--- src/hdl/cram_palette_to_rgb_macros.svh ---
// ---------------------------------------------------------------------------
// cram palette assertion macros
// concurrent assertion wrappers, compiled out when SYNTH is defined
// ---------------------------------------------------------------------------
`ifndef CRAM_PALETTE_TO_RGB_MACROS_SVH
`define CRAM_PALETTE_TO_RGB_MACROS_SVH

`ifndef SYNTH

// clocked assertion, disabled while reset is asserted
`define CPR_ASSERT(lbl, clk, rst_n, prop, msg) \
  lbl: assert property (@(posedge clk) disable iff (!rst_n) prop) else $error(msg);

// clocked assertion that also holds during reset
`define CPR_ASSERT_ALWAYS(lbl, clk, prop, msg) \
  lbl: assert property (@(posedge clk) prop) else $error(msg);

`else

`define CPR_ASSERT(lbl, clk, rst_n, prop, msg)
`define CPR_ASSERT_ALWAYS(lbl, clk, prop, msg)

`endif

`endif

--- src/hdl/cpr_pkg.sv ---
// ---------------------------------------------------------------------------
// cram palette package
// shared types, constants and shading function
// ---------------------------------------------------------------------------
`timescale 1ns / 1ps

package cpr_pkg;

  localparam int unsigned STORE_DEPTH = 64;
  localparam int unsigned ENTRY_W     = 6;
  localparam int unsigned STORE_W     = 9;
  localparam int unsigned COLOUR_W    = 16;
  localparam int unsigned FIELD_W     = 5;
  localparam int unsigned POS_W       = 4;
  localparam int unsigned APB_AW      = 4;
  localparam int unsigned APB_DW      = 32;

  localparam logic [POS_W-1:0] RED_POS_RST   = 4'd10;
  localparam logic [POS_W-1:0] GREEN_POS_RST = 4'd5;
  localparam logic [POS_W-1:0] BLUE_POS_RST  = 4'd0;

  // register indexes (byte address / 4)
  localparam logic [1:0] REG_RED   = 2'd0;
  localparam logic [1:0] REG_GREEN = 2'd1;
  localparam logic [1:0] REG_BLUE  = 2'd2;

  typedef enum logic {
    OP_WRITE = 1'b0,
    OP_PIXEL = 1'b1
  } op_e;

  typedef enum logic [1:0] {
    MODE_NORMAL    = 2'd0,
    MODE_HIGHLIGHT = 2'd1,
    MODE_SHADOW    = 2'd2,
    MODE_BAD       = 2'd3
  } mode_e;

  typedef struct packed {
    logic [POS_W-1:0] red_pos;
    logic [POS_W-1:0] green_pos;
    logic [POS_W-1:0] blue_pos;
  } cfg_t;

  // 3-bit component to 5-bit shaded level
  function automatic logic [FIELD_W-1:0] shade(input logic [2:0] c, input mode_e mode);
    logic [FIELD_W-1:0] f;
    case (mode)
      MODE_NORMAL:    f = {c, 2'b00};
      MODE_HIGHLIGHT: f = {1'b1, c, 1'b0};
      MODE_SHADOW:    f = {1'b0, c, 1'b0};
      default:        f = '0;
    endcase
    return f;
  endfunction

endpackage

--- src/hdl/cpr_in_if.sv ---
// ---------------------------------------------------------------------------
// cram palette input channel
// valid/ready channel carrying write and pixel items
// ---------------------------------------------------------------------------
`timescale 1ns / 1ps

interface cpr_in_if;
  logic        valid;
  logic        ready;
  logic        opcode;
  logic [5:0]  entry_number;
  logic [15:0] colour_word;
  logic [7:0]  pixel_index;
  logic        line_last;

  modport source (output valid, opcode, entry_number, colour_word, pixel_index, line_last,
                  input ready);
  modport sink   (input valid, opcode, entry_number, colour_word, pixel_index, line_last,
                  output ready);
endinterface

--- src/hdl/cpr_out_if.sv ---
// ---------------------------------------------------------------------------
// cram palette output channel
// valid/ready channel carrying packed pixel colours
// ---------------------------------------------------------------------------
`timescale 1ns / 1ps

interface cpr_out_if;
  logic        valid;
  logic        ready;
  logic [15:0] pixel_colour;
  logic        bad_index;
  logic        line_last_out;

  modport source (output valid, pixel_colour, bad_index, line_last_out, input ready);
  modport sink   (input valid, pixel_colour, bad_index, line_last_out, output ready);
endinterface

--- src/hdl/cpr_regs.sv ---
// ---------------------------------------------------------------------------
// cram palette register file
// apb-style position registers for the three colour fields
// ---------------------------------------------------------------------------
`timescale 1ns / 1ps

module cpr_regs (
  input  logic                      clk_i,
  input  logic                      rst_ni,
  input  logic                      psel_i,
  input  logic                      penable_i,
  input  logic                      pwrite_i,
  input  logic [cpr_pkg::APB_AW-1:0] paddr_i,
  input  logic [cpr_pkg::APB_DW-1:0] pwdata_i,
  output logic [cpr_pkg::APB_DW-1:0] prdata_o,
  output logic                      pready_o,
  output cpr_pkg::cfg_t             cfg_o
);
  import cpr_pkg::*;

  cfg_t       cfg_q, cfg_d;
  logic       wr_en;
  logic [1:0] reg_idx;

  assign pready_o = 1'b1;
  assign reg_idx  = paddr_i[APB_AW-1:2];
  assign wr_en    = psel_i & penable_i & pwrite_i;

  always_comb begin
    cfg_d = cfg_q;
    if (wr_en) begin
      case (reg_idx)
        REG_RED:   cfg_d.red_pos   = pwdata_i[POS_W-1:0];
        REG_GREEN: cfg_d.green_pos = pwdata_i[POS_W-1:0];
        REG_BLUE:  cfg_d.blue_pos  = pwdata_i[POS_W-1:0];
        default:   cfg_d = cfg_q;
      endcase
    end
  end

  always_ff @(posedge clk_i or negedge rst_ni) begin
    if (!rst_ni) begin
      cfg_q.red_pos   <= RED_POS_RST;
      cfg_q.green_pos <= GREEN_POS_RST;
      cfg_q.blue_pos  <= BLUE_POS_RST;
    end else begin
      cfg_q <= cfg_d;
    end
  end

  always_comb begin
    case (reg_idx)
      REG_RED:   prdata_o = APB_DW'(cfg_q.red_pos);
      REG_GREEN: prdata_o = APB_DW'(cfg_q.green_pos);
      REG_BLUE:  prdata_o = APB_DW'(cfg_q.blue_pos);
      default:   prdata_o = '0;
    endcase
  end

  assign cfg_o = cfg_q;

endmodule

--- src/hdl/cpr_store.sv ---
// ---------------------------------------------------------------------------
// cram palette colour store
// 64 x 9 colour memory with registered read and per-entry valid bits
// ---------------------------------------------------------------------------
`timescale 1ns / 1ps

module cpr_store (
  input  logic                        clk_i,
  input  logic                        rst_ni,
  input  logic                        wr_en_i,
  input  logic [cpr_pkg::ENTRY_W-1:0] wr_addr_i,
  input  logic [cpr_pkg::STORE_W-1:0] wr_data_i,
  input  logic                        rd_en_i,
  input  logic [cpr_pkg::ENTRY_W-1:0] rd_addr_i,
  output logic [cpr_pkg::STORE_W-1:0] rd_data_o
);
  import cpr_pkg::*;

  logic [STORE_W-1:0]     mem [STORE_DEPTH];
  logic [STORE_DEPTH-1:0] vld_q;
  logic [STORE_W-1:0]     rd_q;
  logic                   rd_vld_q;

  always_ff @(posedge clk_i) begin
    if (wr_en_i) begin
      mem[wr_addr_i] <= wr_data_i;
    end
    if (rd_en_i) begin
      rd_q <= mem[rd_addr_i];
    end
  end

  // entries never written read as zero
  always_ff @(posedge clk_i or negedge rst_ni) begin
    if (!rst_ni) begin
      vld_q    <= '0;
      rd_vld_q <= 1'b0;
    end else begin
      if (wr_en_i) begin
        vld_q[wr_addr_i] <= 1'b1;
      end
      if (rd_en_i) begin
        rd_vld_q <= vld_q[rd_addr_i];
      end
    end
  end

  assign rd_data_o = rd_vld_q ? rd_q : '0;

endmodule

--- src/hdl/cpr_shade.sv ---
// ---------------------------------------------------------------------------
// cram palette shader
// shades one store entry and packs the fields into a 16-bit colour
// ---------------------------------------------------------------------------
`timescale 1ns / 1ps

module cpr_shade (
  input  cpr_pkg::cfg_t                cfg_i,
  input  logic [cpr_pkg::STORE_W-1:0]  entry_i,
  input  cpr_pkg::mode_e               mode_i,
  output logic [cpr_pkg::COLOUR_W-1:0] colour_o,
  output logic                         bad_o
);
  import cpr_pkg::*;

  logic [COLOUR_W-1:0] red_f, green_f, blue_f;

  // fields pushed past bit 15 fall off the top
  assign red_f   = COLOUR_W'(shade(entry_i[2:0], mode_i)) << cfg_i.red_pos;
  assign green_f = COLOUR_W'(shade(entry_i[5:3], mode_i)) << cfg_i.green_pos;
  assign blue_f  = COLOUR_W'(shade(entry_i[8:6], mode_i)) << cfg_i.blue_pos;

  assign bad_o    = (mode_i == MODE_BAD);
  assign colour_o = bad_o ? '0 : (red_f | green_f | blue_f);

endmodule

--- src/hdl/cram_palette_to_rgb.sv ---
// ---------------------------------------------------------------------------
// cram palette to rgb
// 64-entry console palette with normal, highlight and shadow shading
// ---------------------------------------------------------------------------
// One item per clock in while the output does not stall, one result per
// pixel item out: the colour store read is registered first (the single
// memory read port), then the shaded and packed colour is registered.
// Write items update the store and produce no result; a
// pixel item right behind a write to the same entry already sees the new
// colour. Store entries read as zero until written (per-entry valid bits
// cleared by reset, so no clearing pass is needed). Pixel modes: 0 normal
// (4c), 1 highlight (16+2c), 2 shadow (2c); mode 3 sets bad_index and
// gives a zero colour. Field positions come from three apb registers at
// byte addresses 0 (red), 4 (green) and 8 (blue) and should only be
// changed while no pixels are in flight. The whole pipe stalls while a
// result waits on the output.
`timescale 1ns / 1ps

`include "cram_palette_to_rgb_macros.svh"

module cram_palette_to_rgb (
  input  logic                       clk_i,
  input  logic                       rst_ni,
  cpr_in_if.sink                     pix_i,
  cpr_out_if.source                  res_o,
  input  logic                       psel,
  input  logic                       penable,
  input  logic                       pwrite,
  input  logic [cpr_pkg::APB_AW-1:0] paddr,
  input  logic [cpr_pkg::APB_DW-1:0] pwdata,
  output logic [cpr_pkg::APB_DW-1:0] prdata,
  output logic                       pready
);
  import cpr_pkg::*;

  cfg_t cfg;

  // pipe control
  logic adv;
  logic in_acc;
  logic is_pixel;

  // read stage
  logic        s1_vld_q, s1_vld_d;
  mode_e       s1_mode_q;
  logic        s1_last_q;
  logic [STORE_W-1:0] s1_entry;

  // result stage
  logic                out_vld_q, out_vld_d;
  logic [COLOUR_W-1:0] out_colour_q;
  logic                out_bad_q;
  logic                out_last_q;
  logic [COLOUR_W-1:0] shade_colour;
  logic                shade_bad;

  cpr_regs u_regs (
    .clk_i     (clk_i),
    .rst_ni    (rst_ni),
    .psel_i    (psel),
    .penable_i (penable),
    .pwrite_i  (pwrite),
    .paddr_i   (paddr),
    .pwdata_i  (pwdata),
    .prdata_o  (prdata),
    .pready_o  (pready),
    .cfg_o     (cfg)
  );

  // everything moves unless a finished result is held on the output
  assign adv         = !out_vld_q || res_o.ready;
  assign pix_i.ready = adv;
  assign in_acc      = pix_i.valid && adv;
  assign is_pixel    = (pix_i.opcode == OP_PIXEL);

  // console word 0000BBB0GGG0RRR0 packs to {b, g, r}
  cpr_store u_store (
    .clk_i     (clk_i),
    .rst_ni    (rst_ni),
    .wr_en_i   (in_acc && !is_pixel),
    .wr_addr_i (pix_i.entry_number),
    .wr_data_i ({pix_i.colour_word[11:9], pix_i.colour_word[7:5], pix_i.colour_word[3:1]}),
    .rd_en_i   (in_acc && is_pixel),
    .rd_addr_i (pix_i.pixel_index[ENTRY_W-1:0]),
    .rd_data_o (s1_entry)
  );

  assign s1_vld_d  = adv ? (in_acc && is_pixel) : s1_vld_q;
  assign out_vld_d = adv ? s1_vld_q : out_vld_q;

  always_ff @(posedge clk_i or negedge rst_ni) begin
    if (!rst_ni) begin
      s1_vld_q  <= 1'b0;
      out_vld_q <= 1'b0;
    end else begin
      s1_vld_q  <= s1_vld_d;
      out_vld_q <= out_vld_d;
    end
  end

  // payload registers hold across stalls
  always_ff @(posedge clk_i) begin
    if (in_acc && is_pixel) begin
      s1_mode_q <= mode_e'(pix_i.pixel_index[7:6]);
      s1_last_q <= pix_i.line_last;
    end
    if (adv && s1_vld_q) begin
      out_colour_q <= shade_colour;
      out_bad_q    <= shade_bad;
      out_last_q   <= s1_last_q;
    end
  end

  cpr_shade u_shade (
    .cfg_i    (cfg),
    .entry_i  (s1_entry),
    .mode_i   (s1_mode_q),
    .colour_o (shade_colour),
    .bad_o    (shade_bad)
  );

  assign res_o.valid         = out_vld_q;
  assign res_o.pixel_colour  = out_colour_q;
  assign res_o.bad_index     = out_bad_q;
  assign res_o.line_last_out = out_last_q;

  // a bad index always comes out black
  `CPR_ASSERT(a_bad_black, clk_i, rst_ni, (out_vld_q && out_bad_q) |-> (out_colour_q == '0), "bad index result has nonzero colour")
  // write items never reach the read stage
  `CPR_ASSERT(a_write_no_result, clk_i, rst_ni, (in_acc && !is_pixel) |=> !s1_vld_q, "write item entered the read stage")
  // every accepted pixel occupies the read stage next cycle
  `CPR_ASSERT(a_pixel_enters, clk_i, rst_ni, (in_acc && is_pixel) |=> s1_vld_q, "pixel item lost before read stage")
  // a result appears only behind a pixel in the read stage
  `CPR_ASSERT(a_result_source, clk_i, rst_ni, $rose(out_vld_q) |-> $past(s1_vld_q), "result without a pixel in flight")

endmodule

--- src/flat_wrapper.sv ---
// flat-port wrapper written by rule: the top's interface ports become plain ports
module cram_palette_to_rgb_flat import cpr_pkg::*;
  (clk_i, rst_ni, psel, penable, pwrite, paddr, pwdata, prdata, pready, pix_i_valid, pix_i_opcode, pix_i_entry_number, pix_i_colour_word, pix_i_pixel_index, pix_i_line_last, pix_i_ready, res_o_valid, res_o_pixel_colour, res_o_bad_index, res_o_line_last_out, res_o_ready);
  cpr_in_if pix_i_i ();
  cpr_out_if res_o_i ();
  input  logic clk_i;
  input  logic rst_ni;
  input  logic psel;
  input  logic penable;
  input  logic pwrite;
  input  logic [cpr_pkg::APB_AW-1:0] paddr;
  input  logic [cpr_pkg::APB_DW-1:0] pwdata;
  output logic [cpr_pkg::APB_DW-1:0] prdata;
  output logic pready;
  input wire logic [$bits(pix_i_i.valid)-1:0] pix_i_valid;
  input wire logic [$bits(pix_i_i.opcode)-1:0] pix_i_opcode;
  input wire logic [$bits(pix_i_i.entry_number)-1:0] pix_i_entry_number;
  input wire logic [$bits(pix_i_i.colour_word)-1:0] pix_i_colour_word;
  input wire logic [$bits(pix_i_i.pixel_index)-1:0] pix_i_pixel_index;
  input wire logic [$bits(pix_i_i.line_last)-1:0] pix_i_line_last;
  output wire logic [$bits(pix_i_i.ready)-1:0] pix_i_ready;
  output wire logic [$bits(res_o_i.valid)-1:0] res_o_valid;
  output wire logic [$bits(res_o_i.pixel_colour)-1:0] res_o_pixel_colour;
  output wire logic [$bits(res_o_i.bad_index)-1:0] res_o_bad_index;
  output wire logic [$bits(res_o_i.line_last_out)-1:0] res_o_line_last_out;
  input wire logic [$bits(res_o_i.ready)-1:0] res_o_ready;
  assign pix_i_i.valid = pix_i_valid;
  assign pix_i_i.opcode = pix_i_opcode;
  assign pix_i_i.entry_number = pix_i_entry_number;
  assign pix_i_i.colour_word = pix_i_colour_word;
  assign pix_i_i.pixel_index = pix_i_pixel_index;
  assign pix_i_i.line_last = pix_i_line_last;
  assign pix_i_ready = pix_i_i.ready;
  assign res_o_valid = res_o_i.valid;
  assign res_o_pixel_colour = res_o_i.pixel_colour;
  assign res_o_bad_index = res_o_i.bad_index;
  assign res_o_line_last_out = res_o_i.line_last_out;
  assign res_o_i.ready = res_o_ready;
  cram_palette_to_rgb u_core (.clk_i(clk_i), .rst_ni(rst_ni), .pix_i(pix_i_i), .res_o(res_o_i), .psel(psel), .penable(penable), .pwrite(pwrite), .paddr(paddr), .pwdata(pwdata), .prdata(prdata), .pready(pready));
endmodule
--- config.mk ---
export PLATFORM = sky130hd
export DESIGN_NAME = cram_palette_to_rgb_flat
export DESIGN_NICKNAME = d
export VERILOG_FILES = /design/src/hdl/cpr_pkg.sv /design/src/hdl/cpr_in_if.sv /design/src/hdl/cpr_out_if.sv /design/src/hdl/cpr_regs.sv /design/src/hdl/cpr_store.sv /design/src/hdl/cpr_shade.sv /design/src/hdl/cram_palette_to_rgb.sv /design/src/flat_wrapper.sv
export VERILOG_INCLUDE_DIRS = /design/src /design/src/hdl
export SDC_FILE = /design/constraint.sdc
export NUM_CORES = 1
export LEC_CHECK = 0
export BUFFER_PORTS_ARGS = -buffer_cell sky130_fd_sc_hd__buf_2
export CORE_UTILIZATION = 45
export CTS_CLUSTER_SIZE = 12
export DETAILED_ROUTE_END_ITERATION = 8
export SLEW_MARGIN = 30
export SYNTH_ARGS = -nofsm -noshare
export SYNTH_HDL_FRONTEND = slang
export SYNTH_HIERARCHICAL = 1
export SYNTH_SLANG_ARGS = --single-unit
--- constraint.sdc ---
create_clock -name clk_i -period 4 [get_ports clk_i]
set_clock_uncertainty 0.15 [all_clocks]
set_input_delay 0.6 -clock clk_i [delete_from_list [all_inputs] [get_ports clk_i]]
set_output_delay 0.6 -clock clk_i [all_outputs]
set_load 0.01 [all_outputs]
==> Word-level counts from Yosys, hierarchy flattened <==
Memories as Yosys holds them, arrays and structs flattened. A register that Yosys moved wholly into a read port is not among the register bits.
Cells that the tools add are included.
Widths: inputs -> output; s select.
{ "word_totals": {"mem_bits_rw": 576, "in_bits": 75, "reg_bits": 100, "n_memories": 1, "out_inout_bits": 53, "wordCells": 53} }
{ "classes": {"n_eq_ne": 5, "reduce_logical": 13, "muxes": 11, "shift": 3, "n_lt_le_gt_ge": 3, "n_bitwise": 5} }
{ "mem_list": {"columns": ["name", "depth", "width", "rd", "rd_ports_with_merged_regs", "wr", "line", "source"], "rows": [
  ["u_core.u_store.mem", 64, 9, 1, 1, 1, "cpr_store.sv:19", "logic [STORE_W-1:0] mem [STORE_DEPTH];"]
]} }
{ "ops": {"columns": ["cell", "count"], "rows": [
  ["$or 64x64->64", 1],
  ["$shl 5x4->16", 3],
  ["$pmux 5 s3", 3],
  ["$or 16x16->16", 2],
  ["$lt 6x7->1 const B", 2],
  ["$pmux 4 s3", 1],
  ["$mux 9", 1],
  ["$bmux 1 s6", 1],
  ["$demux 1 s6", 1],
  ["$eq 2x2->1 const B", 3],
  ["$ge 6x1->1 const B", 1],
  ["$reduce_and 2->1", 3],
  ["$logic_and 1x1->1", 5],
  ["$eq 2x1->1 const B", 2],
  ["$logic_not 2->1", 2],
  ["$mux 1", 4],
  ["$and 1x1->1", 2],
  ["$logic_not 1->1", 2],
  ["$logic_or 1x1->1", 1]
]} }

==> Longest topological paths before layout <==
Gate-level depths: netlist of the first run.
{ "depth": {"ltp_word": 6, "ltp_mapped": 8, "ltp_nobuf": 7} }

==> By module <==
The synthesis of the first run kept the hierarchy.
{ "by_module_without_submodules": {"columns": ["mod", "seq_area_each_um2", "instances", "area_each_um2", "cells_per_inst"], "rows": [
  ["cpr_store", 19193.4, 1, 25139.1, 1139],
  ["cpr_shade", 0.0, 1, 1162.4, 176],
  ["cpr_regs", 305.3, 1, 792.0, 73],
  ["cram_palette_to_rgb", 680.7, 1, 737.0, 31]
]} }

==> Worst setup path after synthesis of the first run <==
OpenSTA, ideal clock, no wires.
{ "synth_timing": {"kind": "input-to-reg", "start": "in pix_i_pixel_index[1]", "end": "reg u_core.u_store.rd_q[7] (read register of u_core.u_store.mem) (data pin)", "n_path_buf": 3, "setup_ns": 0.273, "arrival_time_ns": 2.312, "t_required_ns": 3.577, "path_slack_ns": 1.264, "cell_stages": 7, "path_cell_list": "clkbuf_1 buf_2 clkbuf_1 mux4_2 mux4_2 mux2i_1 a21oi_1"} }
{ "synth_rtl": {"columns": ["item", "line", "source"], "rows": [
  ["from (decl)", "flat_wrapper.sv:19", "input wire logic [$bits(pix_i_i.pixel_index)-1:0] pix_i_pixel_index;"],
  ["to (decl)", "cpr_store.sv:21", "logic [STORE_W-1:0] rd_q;"]
]} }

==> Worst setup path in the final report of the first run <==
{ "layout_timing": {"start": "reg u_core.out_vld_q, in the netlist u_core/res_o.valid", "end": "mem u_core.u_store.mem[54][1], enable pin"} }
{ "layout_between": {"elab_chain_cells": 6} }
{ "layout_lines": {"columns": ["item", "line", "source"], "rows": [
  ["from (decl)", "cram_palette_to_rgb.sv:50", "logic out_vld_q, out_vld_d;"],
  ["from (signal assigned)", "cram_palette_to_rgb.sv:97", "out_vld_q <= out_vld_d;"],
  ["$logic_not 1->1", "cram_palette_to_rgb.sv:71", "assign adv = !out_vld_q || res_o.ready;"],
  ["$logic_or 1x1->1", "cram_palette_to_rgb.sv:71", null],
  ["$logic_and 1x1->1", "cram_palette_to_rgb.sv:73", "assign in_acc = pix_i.valid && adv;"],
  ["$logic_and 1x1->1", "cram_palette_to_rgb.sv:80", ".wr_en_i (in_acc && !is_pixel),"],
  ["$mux 1", "cpr_store.sv:25", "if (wr_en_i) begin"],
  ["$mux 1 (not written as such)", "cpr_store.sv:26", "mem[wr_addr_i] <= wr_data_i;"],
  ["to (decl)", "cpr_store.sv:19", null]
]} }
Every way passes these cells.

==> results.txt, run 1 <==
----------------------------------------------------
[CTS]
  H-tree levels ... 3
  Root buffer selected by CTS ... clkbuf_16
  Clock Sink Count ... around 690
  CTS-repair resized insts ... 0
  Total CTS buffers ... 73
  Clock network latency to the later pin of the worst-skew pair ... between 0.6 and 0.7 ns
  Reg clk slew, reported paths ... roughly 0.060 ns
  Longest Clk Path Bufs ... 3
  TritonCTS clock tree ... done

[Logic synthesis]
  FFs w/ async S/R, synth ... a little under an eighth
  Distinct cell type count of the synthesized netlist ... 66
  Netlist Area Pre-Place ... roughly 0.028 mm2
  Sequential share of the synthesized area ... between 70% and 80%
  Number of flops mapped to enable cells by yosys ... roughly 610
  Syn avg cell area ... a little under 20 um2
  Flops & latches, synth ... a little under 700
  Leading register cell type out of synthesis ... edfxtp_1
  Number of cells produced by synthesis ... 1419
  Synth Warn # ... 6

[Global route]
  Residual overflow from global routing ... 0
  First-pass GRT wire length ... about 93 mm
  Number of global-route vias before repair ... between 10000 and 15000
  Largest net degree at the start of global routing ... 65
  Antenna violations before repair ... 5
  Global-route total usage across every layer ... 20.4%

[STA]
  Setup repair after global routing missed its margin ... no
  Top achievable clock speed ... 372 MHz
  Post-layout min period ... approximately 2.7 ns
  Slew Viols, Final ... 0
  Max-Slew Margin vs Limit ... 41.3%
  Aggregate negative setup slack ... 0 ns
  Final hold violation count ... 0
  Setup-violating endpoint count in the final report ... 0
  Worst slew pin tran ... 0.880 ns
  Final cycle utilization of the critical path ... approximately two thirds
  Final worst slack ... approximately 1.3 ns

[Drt]
  Remaining DRCs ... 0
  Routed length per instance ... ~26 um
  Post-route ant nets ... 0
  DR vias/cell ... slightly below 6
  Total number of vias ... 13900
  Detailed Routing Iterations Pass 1 ... 7
  WL final ... between 60 and 70 mm
  Detailed Route Iter0 Violations ... between 1000 and 1500

[Die]
  Top Ports ... approximately 130
  Starting utilization of the core area ... a little under half
  Rows ... 90
  Die Outline Area ... approximately 0.063 mm2
  Core area ... 0.0607 mm2
  Y dimension of the die ... ~250 um
  Die boundary width ... between 200 and 300 um

[Hold path]
  Worst hold path type ... primary input to register

[Critical path]
  Crit start category ... register
  Setup slack of the worst register-to-register path ... 1.31 ns
  Kind of cell adding the most delay to the critical path ... simple AND/OR/NAND/NOR gates
  Slowest cell delay on critical path ... 0.51 ns
  WP data arrival ... around 2.8 ns
  Class of the most critical setup path ... register to register
  Type of destination of the critical path ... register
  Peak fanout along the critical path ... 6
  Worst EP required ... just over 4 ns
  Crit-path cells ... nand2b_4 > and3b_1 > nand4b_1 > or2_2 > nor2_1 > buf_4
  CP bufs+invs ... 1
  Slowest library cell on the worst path ... nor2_1

[Finish]
  P&R area growth vs syn ... 13.6%
  Most used cells in the layout excluding fill and tap cells ... edfxtp_1 (606), mux4_2 (189), buf_4 (87), nor2_1 (86), dfrtp_1 (75)
  Fillcell total ... approximately 4800
  Most common cell after layout, fill and taps aside ... edfxtp_1
  # nets final ... between 1500 and 2000
  Share of final-layout standard cells stronger than drive strength 1 ... between 30 and 40%
  Antenna cell count ... 0

[Power and ir drop]
  Peak ir drop on the vdd network ... 0.368 mV
  Post-layout total power ... approximately 16000 uW
  Static leakage power ... 0.0108 uW
  Power Density ... between 400 and 500 mW/mm2

[Placed design]
  Count of input and output buffers ... 61
  HPWL after DPL ... around 39 mm
  Worst slack, placed ... 0.632 ns
  Routability cong. ... slightly below 0.9

[Run status]
  Outcome ... completed

[Run]
  Max Cap Violations ... 0

----------------------------------------------------
worst paths after layout:
kind,startpoint,to,cells past startpoint
min in group asynchronous,rst_ni,u_core/u_regs/cfg_o[2],2
worst max-delay path,u_core/res_o.valid,u_core/u_store/mem[54][1],6
worst max register to register,u_core/res_o.valid,u_core/u_store/mem[54][1],6
worst min register to register,u_core/s1_last_q,u_core/res_o.line_last_out,0
worst min-delay path,pix_i_pixel_index[7],u_core/s1_mode_q[1],1
max in group asynchronous,rst_ni,u_core/u_store/vld_q[45],3
what timing repair did:
action	CTS	global route
endpoints found under the hold margin	52	0
buffers inserted	0	0
setup endpoints to repair	0	0
hold buffers	3	0
per-stage QoR:
stage                     cells  hold WS [ns]  utilization [%]  cell area, um2
final                      2404        0.0509             52.1           31600
after detailed placement   2275         0.271             48.4           29400
after global placement     2275         0.253             48.4           29400
after CTS                  2404        0.0181             52.1           31600
after floorplan            1446         0.154                -           27900
after global routing       2404        0.0242             52.1           31600
final cells by class:
type	instances	area, um2	area share (%)
inverter	8	30.0	0.0949
timing repair buffer	150	1100	3.49
sequential	685	20200	63.8
clock buffer	101	2000	6.33
clock inverter	25	214	0.676
multi-input combinational	653	7120	22.5
tap	782	978	3.09
flip-flops by register name (all words and copies together), names as in the netlist, 2 cells and up:
signal and count:
u_core/res_o.pixel_colour 16, u_core/u_store/rd_q 9, u_core/u_regs/cfg_o 12, u_core/u_store/vld_q 64
u_core/u_store/mem 576, u_core/s1_mode_q 2
cells by family after synthesis:
group / after synthesis / share of synthesized area [%]
other cells: 3 / 0.0405
buf+inv: 108 / 2.27
compound gates: 99 / 2.60
simple gates: 287 / 5.46
mux: 235 / 17.0
xor+xnor: 2 / 0.0899
flops: 685 / 72.5
worst register-to-register path, cell delays in order (launching register included):
cell and delay [ns]:
dfrtp_1 0.40, nand2b_4 0.10, and3b_1 0.36, nand4b_1 0.24, or2_2 0.37, nor2_1 0.51, buf_4 0.27
synth_stat cells (11+ instances only):
cell        n  share of area [%]
mux2i_1    31                1.1
nand2_1    30               0.40
o22ai_1    18               0.40
nand2b_1   14               0.31
and2_1     12               0.27
a22oi_1    13               0.35
clkbuf_1   33               0.45
edfxtp_1  606                 65
buf_2      11               0.20
o211ai_1   11               0.30
or2_2      66                1.5
mux2_2     14               0.57
nand3_1    22               0.40
dfrtp_1    75                6.7
nor2_1     86                1.2
nor2b_1    20               0.45
mux4_2    189                 15
buf_4      39                1.1
routing by layer:
layer,global-route usage (%),share of wire [%]
met5,0,0.080
met4,6.19,2.7
met3,3.96,5.5
met2,32.6,49
met1,28.6,43
power by group:
part           switching, uW  total, uW  internal [uW]
Combinational            676       1190            512
Clock                   2680       6320           3640
Sequential               167       8130           7970
Total                   3520      15600          12100
(Power assumes the default switching activity.)
==> run 2: changes to the inputs <==
clock period = 2.32 ns   (was 4 ns; I/O delays follow)
==> results.txt, run 2 (synthesized netlist as in run 1, its figures left out) <==
----------------------------------------------------
[STA]
  Max-Slew Margin vs Limit ... 50.1% (was 41.3%)
  Top achievable clock speed ... 429 MHz (was 372 MHz)
  Worst slew pin tran ... 0.749 ns (was 0.880 ns)
  Setup-violating endpoint count in the final report ... 1 (was 0)
  Setup repair after global routing missed its margin ... yes (was no)
  Slew Viols, Final ... 0 (unchanged)
  Final worst slack ... -0.00887 ns (was 1.31 ns)
  Final hold violation count ... 0 (unchanged)
  Post-layout min period ... 2.33 ns (was 2.69 ns)
  Final cycle utilization of the critical path ... 100% (was 67.1%)

[CTS]
  Root buffer selected by CTS ... clkbuf_16 (unchanged)
  Longest Clk Path Bufs ... 3 (unchanged)
  Reg clk slew, reported paths ... 0.06 ns (about the same)
  Clock Sink Count ... 685 (unchanged)
  TritonCTS clock tree ... done (unchanged)
  H-tree levels ... 3 (unchanged)
  Clock network latency to the later pin of the worst-skew pair ... 0.62 ns (was 0.61 ns)
  Total CTS buffers ... 73 (unchanged)

[Die]
  Top Ports ... 128 (unchanged)
  Starting utilization of the core area ... 45.9% (unchanged)
  Die boundary width ... 251 um (unchanged)
  Core area ... 0.0607 mm2 (unchanged)
  Y dimension of the die ... 251 um (unchanged)
  Die Outline Area ... 0.0628 mm2 (unchanged)
  Rows ... 90 (unchanged)

[Hold path]
  Worst hold path type ... primary input to register (unchanged)
  Hold Crit Depth ... 1 (unchanged)
  Worst Hold Launch ... pix_i_colour_word[3] (was pix_i_pixel_index[7])
  Worst hold endpoint ... u_core/u_store/mem[50][2] (was u_core/s1_mode_q[1])

[Placed design]
  Count of input and output buffers ... 61 (unchanged)
  Routability cong. ... 0.865 (was 0.886)
  Worst slack, placed ... -0.395 ns (was 0.632 ns)
  HPWL after DPL ... 44.5 mm (was 39.1 mm)

[Power and ir drop]
  Post-layout total power ... 27500 uW (was 15600 uW)
  Power Density ... 825 mW/mm2 (was 494 mW/mm2)
  Static leakage power ... 0.0117 uW (was 0.0108 uW)
  Peak ir drop on the vdd network ... 0.675 mV (was 0.368 mV)

[Finish]
  # nets final ... 1779 (was 1646)
  Register cell area after layout ... 0.0202 mm2 (about the same)
  Area of the multi-input gates ... 0.00724 mm2 (was 0.00712 mm2)
  P&R area growth vs syn ... 20.0% (was 13.6%)
  Util after Layout ... 55.0% (was 52.1%)
  Share of final-layout standard cells stronger than drive strength 1 ... 38.4% (was 32.4%)
  Number of flip-flops in the largest register ... 576 (unchanged)
  Fillcell total ... 4620 (was 4806)
  Most used cells in the layout excluding fill and tap cells ... edfxtp_1 (606), mux4_2 (189), buf_4 (154), nor2_1 (80), clkbuf_16 (75) (was edfxtp_1 (606), mux4_2 (189), buf_4 (87), nor2_1 (86), dfrtp_1 (75))
  Most common cell after layout, fill and taps aside ... edfxtp_1 (unchanged)
  Most flops, register ... u_core/u_store/mem (unchanged)

[Global route]
  Global-route total usage across every layer ... 22.1% (was 20.4%)
  Residual overflow from global routing ... 0 (unchanged)
  Largest net degree at the start of global routing ... 65 (unchanged)
  First-pass GRT wire length ... 100 mm (was 92.9 mm)
  Antenna violations before repair ... 4 (was 5)
  Number of global-route vias before repair ... 15000 (was 14100)

[Run]
  Max Cap Violations ... 0 (unchanged)

[Drt]
  Detailed Routing Iterations Pass 1 ... 5 (was 7)
  Detailed Route Iter0 Violations ... 1247 (was 1240)
  WL final ... 67.9 mm (was 62.7 mm)
  Remaining DRCs ... 0 (unchanged)
  DR vias/cell ... 5.75 (was 5.80)
  Total number of vias ... 14600 (was 13900)
  Post-route ant nets ... 0 (unchanged)
  Routed length per instance ... 26.7 um (was 26.1 um)

[Critical path]
  Worst EP required ... 2.49 ns (was 4.15 ns)
  Worst reg2reg startpoint ... u_core/u_store/rd_vld_q (was u_core/res_o.valid)
  Worst reg2reg path depth ... 6 (unchanged)
  Type of destination of the critical path ... register (unchanged)
  Setup slack of the worst register-to-register path ... -0.009 ns (was 1.31 ns)
  Reg-to-reg endpoint ... u_core/res_o.pixel_colour[11] (was u_core/u_store/mem[54][1])
  Crit start category ... register (unchanged)
  Class of the most critical setup path ... register to register (unchanged)
  Peak fanout along the critical path ... 5 (was 6)
  WP data arrival ... 2.50 ns (was 2.84 ns)

[Run status]
  Failing checks ... setup timing
  Outcome ... finished, violations left (was completed)

----------------------------------------------------
run 2: worst max path at each step:
stage	from	cells past startpoint	slack (ns)	endpoint
final	u_core/u_store/rd_vld_q	6	-0.009	u_core/res_o.pixel_colour[11]
after global routing	u_core/u_store/rd_vld_q	7	-0.06	u_core/res_o.pixel_colour[11]
after CTS	u_core/u_store/rd_vld_q	6	-0.03	u_core/res_o.pixel_colour[11]
after detailed placement	pix_i_pixel_index[0]	8	-0.39	u_core/u_store/rd_q[1]
after global placement	pix_i_pixel_index[0]	7	-0.39	u_core/u_store/rd_q[5]
after floorplan	pix_i_pixel_index[0]	7	-0.03	u_core/u_store/rd_q[0]
run 2: area by class of cell:
class	instances	area share, %
antenna	1	0.00750
clock inverter	18	0.487
multi-input combinational	653	21.7
inverter	8	0.0899
timing repair buffer	283	8.10
sequential	685	60.4
clock buffer	112	6.25
tap	782	2.93
run 2: layer usage:
layer  vias to the layer above  GRT usage [%]  share of wire (%)
li1                       6285              -                  -
met1                      7740           31.5                 43
met2                       484           35.1                 48
met3                        93           3.92                5.8
met4                         6           6.08                2.3
met5                         -              0              0.063
run 2: through the flow:
step	setup TNS (ns)	instance area [um2]	hold WS, ns	instances
after floorplan	-0.208	28000	-0.0976	1446
after global placement	-3.01	30800	0.254	2392
after detailed placement	-3.62	30800	0.256	2392
after CTS	-0.0267	33200	0.0518	2538
after global routing	-0.131	33400	0.0519	2541
final	-0.00887	33400	0.0659	2542
run 2: where the power goes:
| group | internal (uW) | switching (uW) |
|---|---|---|
| Combinational | 1220 | 1400 |
| Clock | 6330 | 4650 |
| Sequential | 13700 | 208 |
run 2: repair_timing:
action | in CTS | in global routing
endpoints found under the hold margin | 53 | 0
setup endpoints to repair | 7 | 173
buffers inserted | 4 | 3
resized for setup | 7 | 31
pin swaps | 4 | 8
hold buffers | 12 | 0
run 2: worst max-delay path, stage by stage, from the launching register on:
cell,delay [ns]
dfrtp_2,0.42
buf_4,0.17
and2_2,0.22
mux2i_2,0.21
o22ai_1,0.15
a22o_1,0.20
or4b_4,0.52
